[src/rtl/smvm_pkg.sv]
// ----------------------------------------------------------------------------
// Sparse matrix-vector multiply package
// Shared sizes, field widths, command word and state types for the
// coordinate-list sparse matrix-vector multiply block.
// ----------------------------------------------------------------------------
package smvm_pkg;

    // Matrix size limits, fixed for this build
    localparam int MAX_ROWS = 1024;
    localparam int MAX_COLS = 1024;
    localparam int ROW_AW   = $clog2(MAX_ROWS);
    localparam int COL_AW   = $clog2(MAX_COLS);

    // Field widths
    localparam int IDX_W  = 10;
    localparam int VAL_W  = 32;
    localparam int SUM_W  = 48;
    localparam int PROD_W = 2 * VAL_W;
    localparam int FRAC_W = 16;

    // Stream port widths
    localparam int S_TDATA_W = 56;
    localparam int S_TUSER_W = 2;
    localparam int M_TDATA_W = 48;
    localparam int M_TUSER_W = 1;

    // Configuration port
    localparam int CFG_W  = 11;
    localparam int CFG_AW = 2;
    localparam logic [CFG_AW-1:0] CFG_NUM_ROWS = 2'd0;
    localparam logic [CFG_AW-1:0] CFG_NUM_COLS = 2'd1;
    localparam logic [CFG_W-1:0]  CFG_SIZE_RESET = 11'd1024;

    // Function codes on the input word
    localparam logic [S_TUSER_W-1:0] FUNC_LOAD    = 2'd0;
    localparam logic [S_TUSER_W-1:0] FUNC_NONZERO = 2'd1;
    localparam logic [S_TUSER_W-1:0] FUNC_READ    = 2'd2;

    // Status codes on the result word
    localparam logic STATUS_OK    = 1'b0;
    localparam logic STATUS_ERROR = 1'b1;

    // Clearing sweep over both stores after reset
    localparam int CLR_DEPTH = (MAX_ROWS > MAX_COLS) ? MAX_ROWS : MAX_COLS;
    localparam int CLR_AW    = $clog2(CLR_DEPTH);
    localparam logic [CLR_AW-1:0] CLR_LAST = CLR_AW'(CLR_DEPTH - 1);

    // Command queue between front and back
    localparam int FIFO_DEPTH = 4;
    localparam int FIFO_AW    = $clog2(FIFO_DEPTH);

    // Operation decided by the front end
    typedef enum logic [1:0] {
        OP_LOAD,
        OP_MAC,
        OP_READ,
        OP_REJECT
    } op_t;

    typedef struct packed {
        op_t                       op;
        logic [ROW_AW-1:0]         row;
        logic [COL_AW-1:0]         col;
        logic signed [VAL_W-1:0]   value;
    } cmd_t;

    typedef enum logic [1:0] {
        ST_CLEAR,
        ST_IDLE,
        ST_MUL,
        ST_DONE
    } back_state_t;

endpackage

[src/rtl/smvm_cmd_fifo.sv]
// ----------------------------------------------------------------------------
// Sparse matrix-vector multiply command queue
// Short queue of classified commands between the front end and the
// execution back end.
// ----------------------------------------------------------------------------
module smvm_cmd_fifo (
    input  logic            aclk,
    input  logic            aresetn,
    input  logic            push_valid,
    output logic            push_ready,
    input  smvm_pkg::cmd_t  push_cmd,
    output logic            pop_valid,
    input  logic            pop_en,
    output smvm_pkg::cmd_t  pop_cmd
);
    import smvm_pkg::*;

    cmd_t               slots [FIFO_DEPTH];
    logic [FIFO_AW-1:0] wr_ptr_reg;
    logic [FIFO_AW-1:0] wr_ptr_next;
    logic [FIFO_AW-1:0] rd_ptr_reg;
    logic [FIFO_AW-1:0] rd_ptr_next;
    logic [FIFO_AW:0]   count_reg;
    logic [FIFO_AW:0]   count_next;
    logic               do_push;
    logic               do_pop;

    assign push_ready = (count_reg != (FIFO_AW+1)'(FIFO_DEPTH));
    assign pop_valid  = (count_reg != '0);
    assign do_push    = push_valid && push_ready;
    assign do_pop     = pop_en && pop_valid;
    assign pop_cmd    = slots[rd_ptr_reg];

    // Advance pointers and fill level
    always_comb begin
        wr_ptr_next = do_push ? wr_ptr_reg + 1'b1 : wr_ptr_reg;
        rd_ptr_next = do_pop  ? rd_ptr_reg + 1'b1 : rd_ptr_reg;
        count_next  = count_reg;
        if (do_push && !do_pop) begin
            count_next = count_reg + 1'b1;
        end else if (do_pop && !do_push) begin
            count_next = count_reg - 1'b1;
        end
    end

    always_ff @(posedge aclk) begin
        if (!aresetn) begin
            wr_ptr_reg <= '0;
            rd_ptr_reg <= '0;
            count_reg  <= '0;
        end else begin
            wr_ptr_reg <= wr_ptr_next;
            rd_ptr_reg <= rd_ptr_next;
            count_reg  <= count_next;
        end
    end

    // Store the pushed command
    always_ff @(posedge aclk) begin
        if (do_push) begin
            slots[wr_ptr_reg] <= push_cmd;
        end
    end

endmodule

[config.mk]
export PLATFORM = sky130hd
export DESIGN_NAME = smvm_cmd_fifo
export DESIGN_NICKNAME = d
export VERILOG_FILES = /design/src/rtl/smvm_pkg.sv /design/src/rtl/smvm_cmd_fifo.sv
export SDC_FILE = /design/constraint.sdc
export NUM_CORES = 1
export LEC_CHECK = 0
export BUFFER_PORTS_ARGS = -buffer_cell sky130_fd_sc_hd__buf_2
export CAP_MARGIN = 20
export CORE_ASPECT_RATIO = 1.5
export CORE_MARGIN = 2
export CORE_UTILIZATION = 60
export DETAILED_ROUTE_END_ITERATION = 8
export PLACE_DENSITY = 0.88
export SLEW_MARGIN = 25
export SYNTH_ARGS = -nofsm -noshare
export SYNTH_HDL_FRONTEND = slang
export SYNTH_SLANG_ARGS = --single-unit
[constraint.sdc]
create_clock -name aclk -period 5.6 [get_ports aclk]
set_input_delay 0.84 -clock aclk [delete_from_list [all_inputs] [get_ports aclk]]
set_output_delay 0.84 -clock aclk [all_outputs]
set_load 0.05 [all_outputs]
==> impl_metrics.py <==
metrics = {
    "pwr": {
        "combPwrFrac_pct": 31.6,
        "p_int_w": 0.00333,
        "finalPower_w": 0.00505,
        "switchingPower_w": 0.00172,
        "pwr-share-clk_pct": 26.0,
        "power_density_nw_per_um2": 520,
        "switching_share_pct": 34.1,
        "seqPwrFrac_pct": 42.4,
        "p_leak_nw": 3.28,
        "vdd_drop_max_uv": 316,
    },
    "sta": {
        "holdWs_ps": 514,
        "hold_viol": 0,
        "tightestPinTransition_ps": 810,
        "final.period_utilization_pct": 57.2,
        "max_slew_margin_pct": 46.0,
        "worst_slack_ps": 2400,
        "finalSetupTns_ps": 0,
        "fin_skew_ps": 6.85,
        "setup_viol": 0,
        "period_needed_ps": 3200,
        "fmax_ghz": 0.312,
        "rsz0062_at_grt": "no",
        "slew_violations": 0,
    },
    "clock_tree": {
        "postCtsHoldBufs": 0,
        "path_clk_slew_ps": 60,
        "clock_latency_ps": 480,
        "post-cts-setup-buffers": 0,
        "htree_levels": 1,
        "cts_sinks": 225,
        "cts_root_buf": "clkbuf_16",
        "cts_tree": "done",
        "cts-resized-gates": 0,
        "cts_made_buffers": 20,
        "clockBufferDepth": 3,
    },
    "die": {
        "fp.dieW_um": 100,
        "die_y_um": 149,
        "die_area_um2": 14900,
        "rows": 52,
        "pin_count": 114,
        "start_util_pct": 61.7,
        "coreArea_um2": 13500,
    },
    "synthesis": {
        "yosysSeqAreaShare_pct": 79.8,
        "yosys_warnings": 0,
        "synth_cells": 330,
        "synth.avg_cell_area_um2": 25.3,
        "synth_nets": 394,
        "postSynthRegisterBits": 225,
        "syn_area_um2": 8350,
        "ys_types": 25,
    },
    "drt": {
        "wl_mm": 14.0,
        "dr.pass1.iters": 4,
        "via_count": 3674,
        "post_drt_wl_per_cell_um": 22.1,
        "viasPerCell": 5.79,
        "ant_nets": 0,
        "drc": 0,
        "drtIter0Drc": 151,
    },
    "grt": {
        "grt_pass1_wl_mm": 21.4,
        "grt_overflow": 0,
        "antenna_found_initial": 2,
        "grt_pass1_vias": 4015,
        "grt_usage_pct": 19.2,
        "grt_max_degree": 55,
    },
    "setup_path": {
        "reg2regPathDepth": 4,
        "path_cells": "buf_12 > buf_12 > mux4_1 > buf_2",
        "crit_top_cell": "buf_12",
        "cp-end-kind": "output pin",
        "r2r_slack_ps": 3140,
        "endpoint": "pop_cmd[40]",
        "path_max_fanout": 21,
        "r2r-end": "slots[1][35]",
        "crit_path_start_kind": "flip-flop",
        "crit_type": "reg2out",
        "slowest_delay_ps": 590,
        "arrival_ps": 2360,
        "slowest_stage": "mux4_1",
        "required_ps": 4760,
        "timing.rr.start": "count_reg[0]",
    },
    "place": {
        "port_buffers": 113,
        "post-dp-hpwl_mm": 8.66,
        "finalWeightedCongestion": 0.758,
        "pre_cts_slack_ps": 2810,
    },
    "final_layout": {
        "syn2layout_area_growth_pct": 16.2,
        "largest_register_ffs": 216,
        "nets": 523,
        "drive_above_1_share_pct": 44.2,
        "final_cell_mix": "edfxtp_1 (216), buf_2 (113), mux4_2 (50)",
        "final_common_cell": "edfxtp_1",
    },
    "status": {
        "outcome": "completed",
    },
    "min_path": {
        "min_path_type": "reg2reg",
    },
    "run": {
        "maxCapViolations": 0,
    },
}
==> worst min-delay path by stage <==
stage | start | end | slack [ps] | depth (start not counted)
after CTS | wr_ptr_reg[0] | wr_ptr_reg[0] | 510 | 2
after detailed placement | wr_ptr_reg[0] | wr_ptr_reg[0] | 500 | 2
final | wr_ptr_reg[0] | wr_ptr_reg[0] | 510 | 2
after global routing | wr_ptr_reg[0] | wr_ptr_reg[0] | 530 | 2
after floorplan | wr_ptr_reg[1] | wr_ptr_reg[1] | 470 | 2
after global placement | wr_ptr_reg[1] | wr_ptr_reg[1] | 480 | 2
==> critical path, delay by kind of cell, from the launching register on <==
kind	cells	cell delay, ps
DFF	1	570
buffers and inverters	3	700
muxes	1	590
==> synth_stat cells <==
master	n	area, µm²
nand2_1	5	18.8
buf_6	1	11.3
clkbuf_1	1	3.75
dfxtp_1	9	180
o21ai_0	1	5.00
a21boi_0	1	7.51
or3_1	2	12.5
xor2_1	1	8.76
xnor2_1	3	26.3
buf_2	5	25.0
mux2i_1	3	30.0
and2_1	8	50.1
inv_1	3	11.3
nor2_1	1	3.75
fa_1	1	20.0
ha_1	5	62.6
mux4_2	50	1130
mux4_1	4	105
o311ai_2	1	16.3
buf_12	5	100
o31ai_4	1	21.3
edfxtp_1	216	6490
nor2b_1	1	6.26
clkbuf_2	1	5.00
a21boi_2	1	11.3
==> power groups by stage <==
| stage | sequential, W | clock (W) | combinational, W |
|---|---|---|---|
| 2_1_floorplan | 0.00213 | 0 | 0.00135 |
| 3_3_place_gp | 0.00223 | 0 | 0.00148 |
| 3_5_place_dp | 0.00218 | 0 | 0.00161 |
| 4_1_cts | 0.00214 | 0.00134 | 0.00162 |
| 5_1_grt | 0.00216 | 0.00140 | 0.00167 |
| 6_report | 0.00214 | 0.00131 | 0.00160 |
==> metal layers <==
metal	track usage (%)	routed length [µm]
met1	24.2	5370
met4	6.99	385
met3	2.73	651
met2	34.2	7640
met5	0	0
==> cell type report <==
type	count	area, µm²
clock inverters	5	55.1
flip-flops and latches	225	6670
fillers	810	3820
repair buffers	120	643
multi-input cells	89	1540
well taps	162	203
diodes	2	5.00
clock buffers	29	586
inverters	3	11.3
==> kinds of logic after synthesis <==
kind of cell | after synthesis | synth area share, %
flops | 225 | 79.8
mux | 57 | 15.1
simple gates | 17 | 1.09
buf+inv | 16 | 1.87
fa+ha+maj | 6 | 0.988
compound gates | 5 | 0.734
xor+xnor | 4 | 0.419
==> metrics by stage <==
stage / cell area (µm²) / util [%] / std cells
after floorplan: 8350 / - / 330
after global placement: 9020 / 66.7 / 597
after detailed placement: 9060 / 67.0 / 599
after CTS: 9710 / 71.7 / 633
after global routing: 9710 / 71.7 / 634
final: 9710 / 71.8 / 635
(Power assumes the default switching activity.)
