**src/rtl/smvm_pkg.sv**
```systemverilog
// ----------------------------------------------------------------------------
// Sparse matrix-vector multiply package
// Shared sizes, field widths, command word and state types for the
// coordinate-list sparse matrix-vector multiply block.
// ----------------------------------------------------------------------------
package smvm_pkg;

    // Matrix size limits, fixed for this build
    localparam int MAX_ROWS = 1024;
    localparam int MAX_COLS = 1024;
    localparam int ROW_AW   = $clog2(MAX_ROWS);
    localparam int COL_AW   = $clog2(MAX_COLS);

    // Field widths
    localparam int IDX_W  = 10;
    localparam int VAL_W  = 32;
    localparam int SUM_W  = 48;
    localparam int PROD_W = 2 * VAL_W;
    localparam int FRAC_W = 16;

    // Stream port widths
    localparam int S_TDATA_W = 56;
    localparam int S_TUSER_W = 2;
    localparam int M_TDATA_W = 48;
    localparam int M_TUSER_W = 1;

    // Configuration port
    localparam int CFG_W  = 11;
    localparam int CFG_AW = 2;
    localparam logic [CFG_AW-1:0] CFG_NUM_ROWS = 2'd0;
    localparam logic [CFG_AW-1:0] CFG_NUM_COLS = 2'd1;
    localparam logic [CFG_W-1:0]  CFG_SIZE_RESET = 11'd1024;

    // Function codes on the input word
    localparam logic [S_TUSER_W-1:0] FUNC_LOAD    = 2'd0;
    localparam logic [S_TUSER_W-1:0] FUNC_NONZERO = 2'd1;
    localparam logic [S_TUSER_W-1:0] FUNC_READ    = 2'd2;

    // Status codes on the result word
    localparam logic STATUS_OK    = 1'b0;
    localparam logic STATUS_ERROR = 1'b1;

    // Clearing sweep over both stores after reset
    localparam int CLR_DEPTH = (MAX_ROWS > MAX_COLS) ? MAX_ROWS : MAX_COLS;
    localparam int CLR_AW    = $clog2(CLR_DEPTH);
    localparam logic [CLR_AW-1:0] CLR_LAST = CLR_AW'(CLR_DEPTH - 1);

    // Command queue between front and back
    localparam int FIFO_DEPTH = 4;
    localparam int FIFO_AW    = $clog2(FIFO_DEPTH);

    // Operation decided by the front end
    typedef enum logic [1:0] {
        OP_LOAD,
        OP_MAC,
        OP_READ,
        OP_REJECT
    } op_t;

    typedef struct packed {
        op_t                       op;
        logic [ROW_AW-1:0]         row;
        logic [COL_AW-1:0]         col;
        logic signed [VAL_W-1:0]   value;
    } cmd_t;

    typedef enum logic [1:0] {
        ST_CLEAR,
        ST_IDLE,
        ST_MUL,
        ST_DONE
    } back_state_t;

endpackage

```
**src/rtl/smvm_front.sv**
```systemverilog
// ----------------------------------------------------------------------------
// Sparse matrix-vector multiply front end
// Holds the size registers, accepts input words, checks indexes against the
// configured size and pushes one command per word into the queue.
// ----------------------------------------------------------------------------
module smvm_front (
    input  logic                               aclk,
    input  logic                               aresetn,
    input  logic                               cfg_wr_en,
    input  logic [smvm_pkg::CFG_AW-1:0]        cfg_index,
    input  logic [smvm_pkg::CFG_W-1:0]         cfg_wr_data,
    input  logic                               s_tvalid,
    output logic                               s_tready,
    input  logic [smvm_pkg::S_TDATA_W-1:0]     s_tdata,
    input  logic [smvm_pkg::S_TUSER_W-1:0]     s_tuser,
    input  logic                               clearing,
    output logic                               push_valid,
    input  logic                               push_ready,
    output smvm_pkg::cmd_t                     push_cmd
);
    import smvm_pkg::*;

    logic [CFG_W-1:0]        num_rows_reg;
    logic [CFG_W-1:0]        num_cols_reg;
    logic [IDX_W-1:0]        row_index;
    logic [IDX_W-1:0]        col_index;
    logic signed [VAL_W-1:0] item_value;
    logic                    row_ok;
    logic                    col_ok;
    op_t                     op;

    // Write size registers
    always_ff @(posedge aclk) begin
        if (!aresetn) begin
            num_rows_reg <= CFG_SIZE_RESET;
            num_cols_reg <= CFG_SIZE_RESET;
        end else if (cfg_wr_en) begin
            case (cfg_index)
                CFG_NUM_ROWS: num_rows_reg <= cfg_wr_data;
                CFG_NUM_COLS: num_cols_reg <= cfg_wr_data;
                default: ;
            endcase
        end
    end

    // Unpack the word
    assign row_index  = s_tdata[IDX_W-1:0];
    assign col_index  = s_tdata[2*IDX_W-1:IDX_W];
    assign item_value = s_tdata[2*IDX_W+VAL_W-1:2*IDX_W];

    // Range checks against configured and built size
    assign row_ok = ({1'b0, row_index} < num_rows_reg) && (32'(row_index) < MAX_ROWS);
    assign col_ok = ({1'b0, col_index} < num_cols_reg) && (32'(col_index) < MAX_COLS);

    // Classify the word
    always_comb begin
        case (s_tuser)
            FUNC_LOAD:    op = col_ok ? OP_LOAD : OP_REJECT;
            FUNC_NONZERO: op = (row_ok && col_ok) ? OP_MAC : OP_REJECT;
            FUNC_READ:    op = row_ok ? OP_READ : OP_REJECT;
            default:      op = OP_REJECT;
        endcase
    end

    // Accept only while the queue has room and the stores are not clearing
    assign s_tready   = push_ready && !clearing;
    assign push_valid = s_tvalid && s_tready;

    assign push_cmd.op    = op;
    assign push_cmd.row   = row_index[ROW_AW-1:0];
    assign push_cmd.col   = col_index[COL_AW-1:0];
    assign push_cmd.value = item_value;

endmodule

```
**config.mk**
```make
export PLATFORM = sky130hd
export DESIGN_NAME = smvm_front
export DESIGN_NICKNAME = d
export VERILOG_FILES = /design/src/rtl/smvm_pkg.sv /design/src/rtl/smvm_front.sv
export SDC_FILE = /design/constraint.sdc
export NUM_CORES = 1
export LEC_CHECK = 0
export BUFFER_PORTS_ARGS = -buffer_cell sky130_fd_sc_hd__buf_2
export CORE_MARGIN = 10
export CORE_UTILIZATION = 40
export DETAILED_ROUTE_END_ITERATION = 7
export GPL_TIMING_DRIVEN = 0
export PLACE_DENSITY = 0.92
export SLEW_MARGIN = 20
export SYNTH_ARGS = -nofsm -noshare
export SYNTH_HDL_FRONTEND = slang
export SYNTH_SLANG_ARGS = --single-unit
```
**constraint.sdc**
```tcl
create_clock -name aclk -period 4.85 [get_ports aclk]
set_clock_uncertainty 0.1 [all_clocks]
set_input_delay 0.7275 -clock aclk [delete_from_list [all_inputs] [get_ports aclk]]
set_output_delay 0.7275 -clock aclk [all_outputs]
set_load 0.01 [all_outputs]
```
==> summary.txt, run 1 <==
wire per inst = 12.6 um
DRC Markers = 0
top-area cell type share of the netlist area = 25.6%
Avg Inst Size Synth = 8.20 sq um
# setup viols final = 0
gate count after technology mapping = 210
Routed WL = 4550 um
core area = 4090 sq um
post-synthesis xor/xnor area fraction = 0%
CP Class = input port to primary output
crit path cell chain = buf_2, ha_1, a21oi_1, o21ai_1, a221oi_1, nand2_1, a21o_1, buf_2
Tot Pwr = 0.000459 W
HP Class = flop to flop
n_diodes = 0
sequential share of power = 41.2%
gr ovfl total = 0
largest family of logic cells by synthesized area = buffers and inverters
most frequent cell on the critical path = buf_2
clock buffer depth = 2
crit path DAT = 2.09 ns
Vias per Instance = 4.43
delay-heaviest family, CP = compound AO/OA/AOI/OAI gates
Die H = 85.6 um
Initial Util = 42.1%
synthesized-area fraction occupied by adder cells = 13.1%
Post-synth top cells = 53 x buf_4, 23 x nor2b_1, 22 x dfxtp_1
Post-synth EDFFs = 0
1st-pass router iterations = 4
Nets = 406
met3 usage = 6.72%
Max H-tree Level = 1
async set or reset register ratio after synthesis = 0%
HPWL Detailed = 4220 um
Clock Sink Count = 22
Synth area leaders = dfxtp_1 26%, buf_4 23%, ha_1 13%
largest net degree at the start of global routing = 13
share of cells above drive strength 1 = 50.3%
Placer Congestion = 0.758
Setup Buffers After CTS = 0
DIE AREA = 7330 sq um
worst vdd ir = 0.202 mV
fraction of the yosys area taken by sequential cells = 25.6%
headroom to the max-slew limit = 75.6%
Area after DPL = 2260 sq um
RSZ-0062 raised after global routing = false
crit-path max cell delay = 0.36 ns
status = finished clean
Post-Synth Simple-Gate Area = 16.3%
Compound-Gate Fraction of Synth Area = 9.01%
Reg clk slew, reported paths = 0.08 ns
Num CTS Buffers = 3
Yosys reg bits = 22
DIE WIDTH = 85.6 um
area of the mapped netlist = 1720 sq um
crit path max fanout = 2
crit start category = input port
1st-iter DRT viols = 24
Slew @ Worst Pin = 0.365 ns
vias in the first global route = 1665
syn nets = 305
row cnt = 23
Gate power share = 30.6%
area grow syn2layout = 34.7%
fmax = 342 MHz
Tot GR Track Use = 11.4%
antenna violations before repair = 0
met1 usage = 9.93%
minimum clock period = 2.92 ns
# port buffers = 96
Root Driver = clkbuf_8
Yosys warnings = 0
Fin. Hold Viols = 0
gr busiest metal = met2
switching power total = 0.000122 W
number of hold buffers added after CTS = 0
Power Dens Cells = 198 nW/um^2
DR vias = 1596
mux contribution to synthesized area = 7.56%
dominant cell type by area after synthesis = dfxtp_1
CTS tree = yes
Sw Ratio = 26.5%
M2 GR Usage = 22.3%
CP max-delay cell = a221oi_1
count leader, synth = buf_4
Setup TNS = 0 ns
post-route cell area = 2320 sq um
Max Cap Viol = 0
Antenna Nets Post-Route = 0
first-pass GRT wire length = 7220 um
leakage power = 1.25 nW
WP buf/inv = 2
Clock Latency Late Sink = 0.25 ns
top_reg_cell synth = dfxtp_1
critical path required time = 4.02 ns
Yosys cell types = 23
internal power = 0.000338 W
CTS resizes = 0
# IOs = 133
part of the cycle the worst path needs = 60.2%
Clock power frac = 28.2%
Worst Setup End Kind = primary output
Slew Limit Fails = 0
cell type report:
| type | count | area [sq um] |
|---|---|---|
| Fill cell | 371 | 1770 |
| Multi-Input combinational cell | 111 | 791 |
| Timing Repair Buffer | 96 | 480 |
| Sequential cell | 22 | 440 |
| Buffer | 57 | 415 |
| Inverter | 20 | 75.1 |
| Tap cell | 50 | 62.6 |
| Clock buffer | 4 | 55.1 |
layer usage:
layer  up-vias  wire (um)
met5         -          0
met4         0         48
met3         4        572
met2        69       2350
met1       695       1570
li1        828          -
metrics by stage:
step	util [%]	setup slack [ns]	hold slack, ns	std cells
after floorplan	-	2.23	0.355	210
after global placement	55.4	1.93	0.382	356
after detailed placement	55.4	1.92	0.386	356
after CTS	56.8	1.91	0.408	360
after global routing	56.8	1.74	0.448	360
final	56.8	1.93	0.402	360
kinds of logic after synthesis:
group / after synthesis
buffers and inverters: 77
adders and majority gates: 18
muxes: 13
DFF: 22
AOI/OAI and AO/OA: 28
and+or+nand+nor: 52
power groups by stage:
| stage | clock (W) | sequential [W] | combinational [W] |
|---|---|---|---|
| 2_1_floorplan | 0 | 0.000193 | 0.0000889 |
| 3_3_place_gp | 0 | 0.000193 | 0.000139 |
| 3_5_place_dp | 0 | 0.000193 | 0.000143 |
| 4_1_cts | 0.000135 | 0.000189 | 0.000143 |
| 5_1_grt | 0.000141 | 0.000190 | 0.000158 |
| 6_report | 0.000130 | 0.000189 | 0.000140 |
final timing paths:
| kind | start | slack [ns] | end | cells after the start |
|---|---|---|---|---|
| worst max-delay path | s_tdata[14] | 1.93 | push_cmd[53] | 8 |
| worst min-delay path | num_rows_reg[10] | 0.40 | num_rows_reg[10] | 2 |
| worst max register to register | num_rows_reg[7] | 4.05 | num_rows_reg[7] | 4 |
| worst min register to register | num_rows_reg[10] | 0.40 | num_rows_reg[10] | 2 |
layout by cell type, fill, tap and decap left out, types with 4 or more instances in the layout:
master    instances
ha_1             18
buf_2            98
dfxtp_1          22
nor2b_1          23
mux2i_1          13
nor2_1           12
inv_1            20
a21oi_1          18
buf_4            53
clkbuf_8          4
nand2_1          11
tightest hold or removal path, stage by stage (launching register included):
cell,delay [ns]
dfxtp_1,0.35
mux2i_1,0.07
nand2_1,0.06
Note: power is estimated with default switching activity, not from simulation.
==> run 2: changes to the inputs <==
--- a/config.mk
+++ b/config.mk
@@ -5,12 +5,13 @@
 export SDC_FILE = /design/constraint.sdc
 export NUM_CORES = 1
 export LEC_CHECK = 0
+export ABC_AREA = 1
 export BUFFER_PORTS_ARGS = -buffer_cell sky130_fd_sc_hd__buf_2
 export CORE_MARGIN = 10
-export CORE_UTILIZATION = 40
+export CORE_UTILIZATION = 36
 export DETAILED_ROUTE_END_ITERATION = 7
 export GPL_TIMING_DRIVEN = 0
-export PLACE_DENSITY = 0.92
+export PLACE_DENSITY = 0.88
 export SLEW_MARGIN = 20
 export SYNTH_ARGS = -nofsm -noshare
 export SYNTH_HDL_FRONTEND = slang
==> constraint.sdc (replaced) <==
create_clock -name aclk -period 2.55 [get_ports aclk]
set_clock_uncertainty 0.1 [all_clocks]
set_input_delay 0.3825 -clock aclk [delete_from_list [all_inputs] [get_ports aclk]]
set_output_delay 0.3825 -clock aclk [all_outputs]
set_load 0.01 [all_outputs]
==> run 2 against run 1 <==
  * Worst setup slack got worse by 1.6 ns
  * Non-clock buffer count increased by 1
  * Final area grew 0.59%
  * Via count grew 5.6%
  * First-iteration DRC count grew to 3.2 times the previous value
  * Synthesized cell count up 12%
  * Cell count grew 8.3%
  * Global-route usage shrank 0.51 points
  * Register-to-register slack got worse by 2.3 ns
  * Power rose by 110%
  * Routed wire length grew 3.9%
  * Flip-flop and latch count stayed put
  * Highest routed layer unchanged
==> summary.txt, run 2 <==
status = finished clean
most frequent cells in the layout = 99 x buf_2, 52 x buf_4, 35 x inv_1, 32 x nand2_1, 24 x a21oi_1
top-area cell type share of the netlist area = 25.7% (+0.11 points)
Yosys cell types = 21 (-8.7%)
worst setup margin = 0.369 ns (-1.56 ns)
Clock Latency Late Sink = 0.26 ns (about the same)
DR vias = 1686 (+5.6%)
Core Util, Final = 50.1% (-6.7 points)
crit-path max cell delay = 0.31 ns (-0.05 ns)
CP Class = flop to primary output
Tot GR Track Use = 10.9% (-0.51 points)
crit path cell chain = inv_1, ha_1, nand2_1, o21ai_0, nand2_1, and3_1, nand2_1, buf_2
Yosys warnings = 0 (unchanged)
# port buffers = 96 (unchanged)
Worst Setup End Kind = primary output
pre-CTS worst setup slack = 0.501 ns (-1.41 ns)
count leader, synth = buf_4
n_diodes = 0 (unchanged)
fraction of the yosys area taken by sequential cells = 25.7% (+0.11 points)
Num CTS Buffers = 3 (unchanged)
Clock Sink Count = 22 (unchanged)
Synth area leaders = dfxtp_1 26%, buf_4 23%, ha_1 13%
worst vdd ir = 0.237 mV (+17%)
Routed WL = 4720 um (+3.9%)
headroom to the max-slew limit = 79.1% (+3.5 points)
most frequent cell on the critical path = nand2_1
DIE WIDTH = 89.0 um (+4.0%)
Power Dens Cells = 419 nW/um^2 (+110%)
register area = 440 sq um (unchanged)
gr ovfl total = 0 (unchanged)
# setup viols final = 0 (unchanged)
crit path DAT = 1.70 ns (-0.39 ns)
async set or reset register ratio after synthesis = 0% (unchanged)
Setup Buffers After CTS = 0 (unchanged)
DIE AREA = 7920 sq um (+8.1%)
clock buffer depth = 2 (unchanged)
Initial Util = 36.8% (-5.4 points)
Setup TNS = 0 ns (unchanged)
leakage power = 1.31 nW (+4.3%)
CTS tree = yes
wire per inst = 12.1 um (-4.1%)
1st-iter DRT viols = 76 (+220%)
Yosys reg bits = 22 (unchanged)
minimum clock period = 2.18 ns
HPWL Detailed = 4300 um (+2.0%)
HP Class = input port to flop
row cnt = 25 (+8.7%)
Post-synth top cells = 52 x buf_4, 35 x inv_1, 32 x nand2_1
Root Driver = clkbuf_8
largest net degree at the start of global routing = 14 (+1)
post-route cell area = 2330 sq um (+0.59%)
crit path max fanout = 2 (unchanged)
WP buf/inv = 2 (unchanged)
Vias per Instance = 4.32 (-2.5%)
Nets = 432 (+6.4%)
Slew @ Worst Pin = 0.310 ns (-0.0556 ns)
Die H = 89.0 um (+4.0%)
dominant cell type by area after synthesis = dfxtp_1
DRC Markers = 0 (unchanged)
RSZ-0062 raised after global routing = false
dpl cells = 386 (+8.4%)
Placer Congestion = 0.803 (+5.9%)
Area after DPL = 2260 sq um (-0.11%)
Fin. Hold Viols = 0 (unchanged)
Final Instance Count excl. Fillers = 390 (+8.3%)
core area = 4660 sq um (+14%)
area of the mapped netlist = 1710 sq um (-0.44%)
crit start category = flop
antenna violations before repair = 1 (+1)
Max H-tree Level = 1 (unchanged)
gate count after technology mapping = 236 (+12%)
Slew Limit Fails = 0 (unchanged)
Fillers = 450 (+21%)
CP max-delay cell = dfxtp_1
multi-input logic area = 706 sq um (-11%)
Antenna Nets Post-Route = 0 (unchanged)
top_reg_cell synth = dfxtp_1
1st-pass router iterations = 4 (unchanged)
first-pass GRT wire length = 7110 um (-1.6%)
critical path required time = 2.07 ns (-1.95 ns)
syn nets = 331 (+8.5%)
delay-heaviest family, CP = simple AND/OR/NAND/NOR gates
Reg clk slew, reported paths = 0.08 ns (about the same)
part of the cycle the worst path needs = 85.5%
Max Cap Viol = 0 (unchanged)
Post-synth EDFFs = 0 (unchanged)
Avg Inst Size Synth = 7.26 sq um (-11%)
fmax = 459 MHz
CTS resizes = 0 (unchanged)
# IOs = 133 (unchanged)
most common cell after layout, fill and taps aside = buf_2
area grow syn2layout = 36.1%
vias in the first global route = 1718 (+3.2%)
share of cells above drive strength 1 = 48.2% (-2.1 points)
worst reg-to-reg setup slack = 1.80 ns (-2.25 ns)
number of hold buffers added after CTS = 0 (unchanged)
[run 2: cell families after synthesis]
logic type	Yosys count	synth area share (%)
buffers and inverters	94	33.1
and+or+nand+nor	55	13.6
AOI/OAI and AO/OA	47	14.5
DFF	22	25.7
adders and majority gates	18	13.1
[run 2: worst register-to-register path, delay by kind of cell, from the launching register on]
family,cells,cell delay [ns]
AOI/OAI and AO/OA,1,0.18
DFF,1,0.32
and+or+nand+nor,1,0.05
[run 2: per-layer routing]
layer  track usage (%)  part of all wire (%)  wire length, um
met5                 0                     0                0
met3              5.29                    13              635
met1              11.7                    38             1780
met4             0.867                  0.28               13
met2              19.7                    49             2290
[run 2: report_power, final]
part	leakage [nW]	internal [W]	switching (W)	total [W]
clock network	0.0357	0.000210	0.000113	0.000323
logic	1.09	0.000151	0.000136	0.000288
registers	0.180	0.000361	0.00000523	0.000366
[run 2: layout make-up]
cell class | instances | share of cell area, %
flip-flops and latches | 22 | 18.9
inverters | 36 | 5.79
clock buffers | 3 | 1.77
repair buffers | 96 | 20.6
plain buffers | 58 | 18.6
multi-input cells | 120 | 30.2
well taps | 54 | 2.90
clock inverters | 1 | 1.29
[run 2: per-stage QoR]
| stage | total power, W | hold WS [ns] |
|---|---|---|
| after floorplan | 0.000556 | 0.330 |
| after global placement | 0.000656 | 0.341 |
| after detailed placement | 0.000667 | 0.348 |
| after CTS | 0.000987 | 0.260 |
| after global routing | 0.00104 | 0.262 |
| final | 0.000977 | 0.255 |
[run 2: worst paths after layout]
path / from / endpoint / cells after the start
setup / recovery: num_cols_reg[2] / push_cmd[53] / 8
hold / removal: aresetn / num_rows_reg[1] / 3
setup reg to reg: num_rows_reg[0] / num_rows_reg[0] / 2
hold reg to reg: num_cols_reg[0] / num_cols_reg[0] / 2
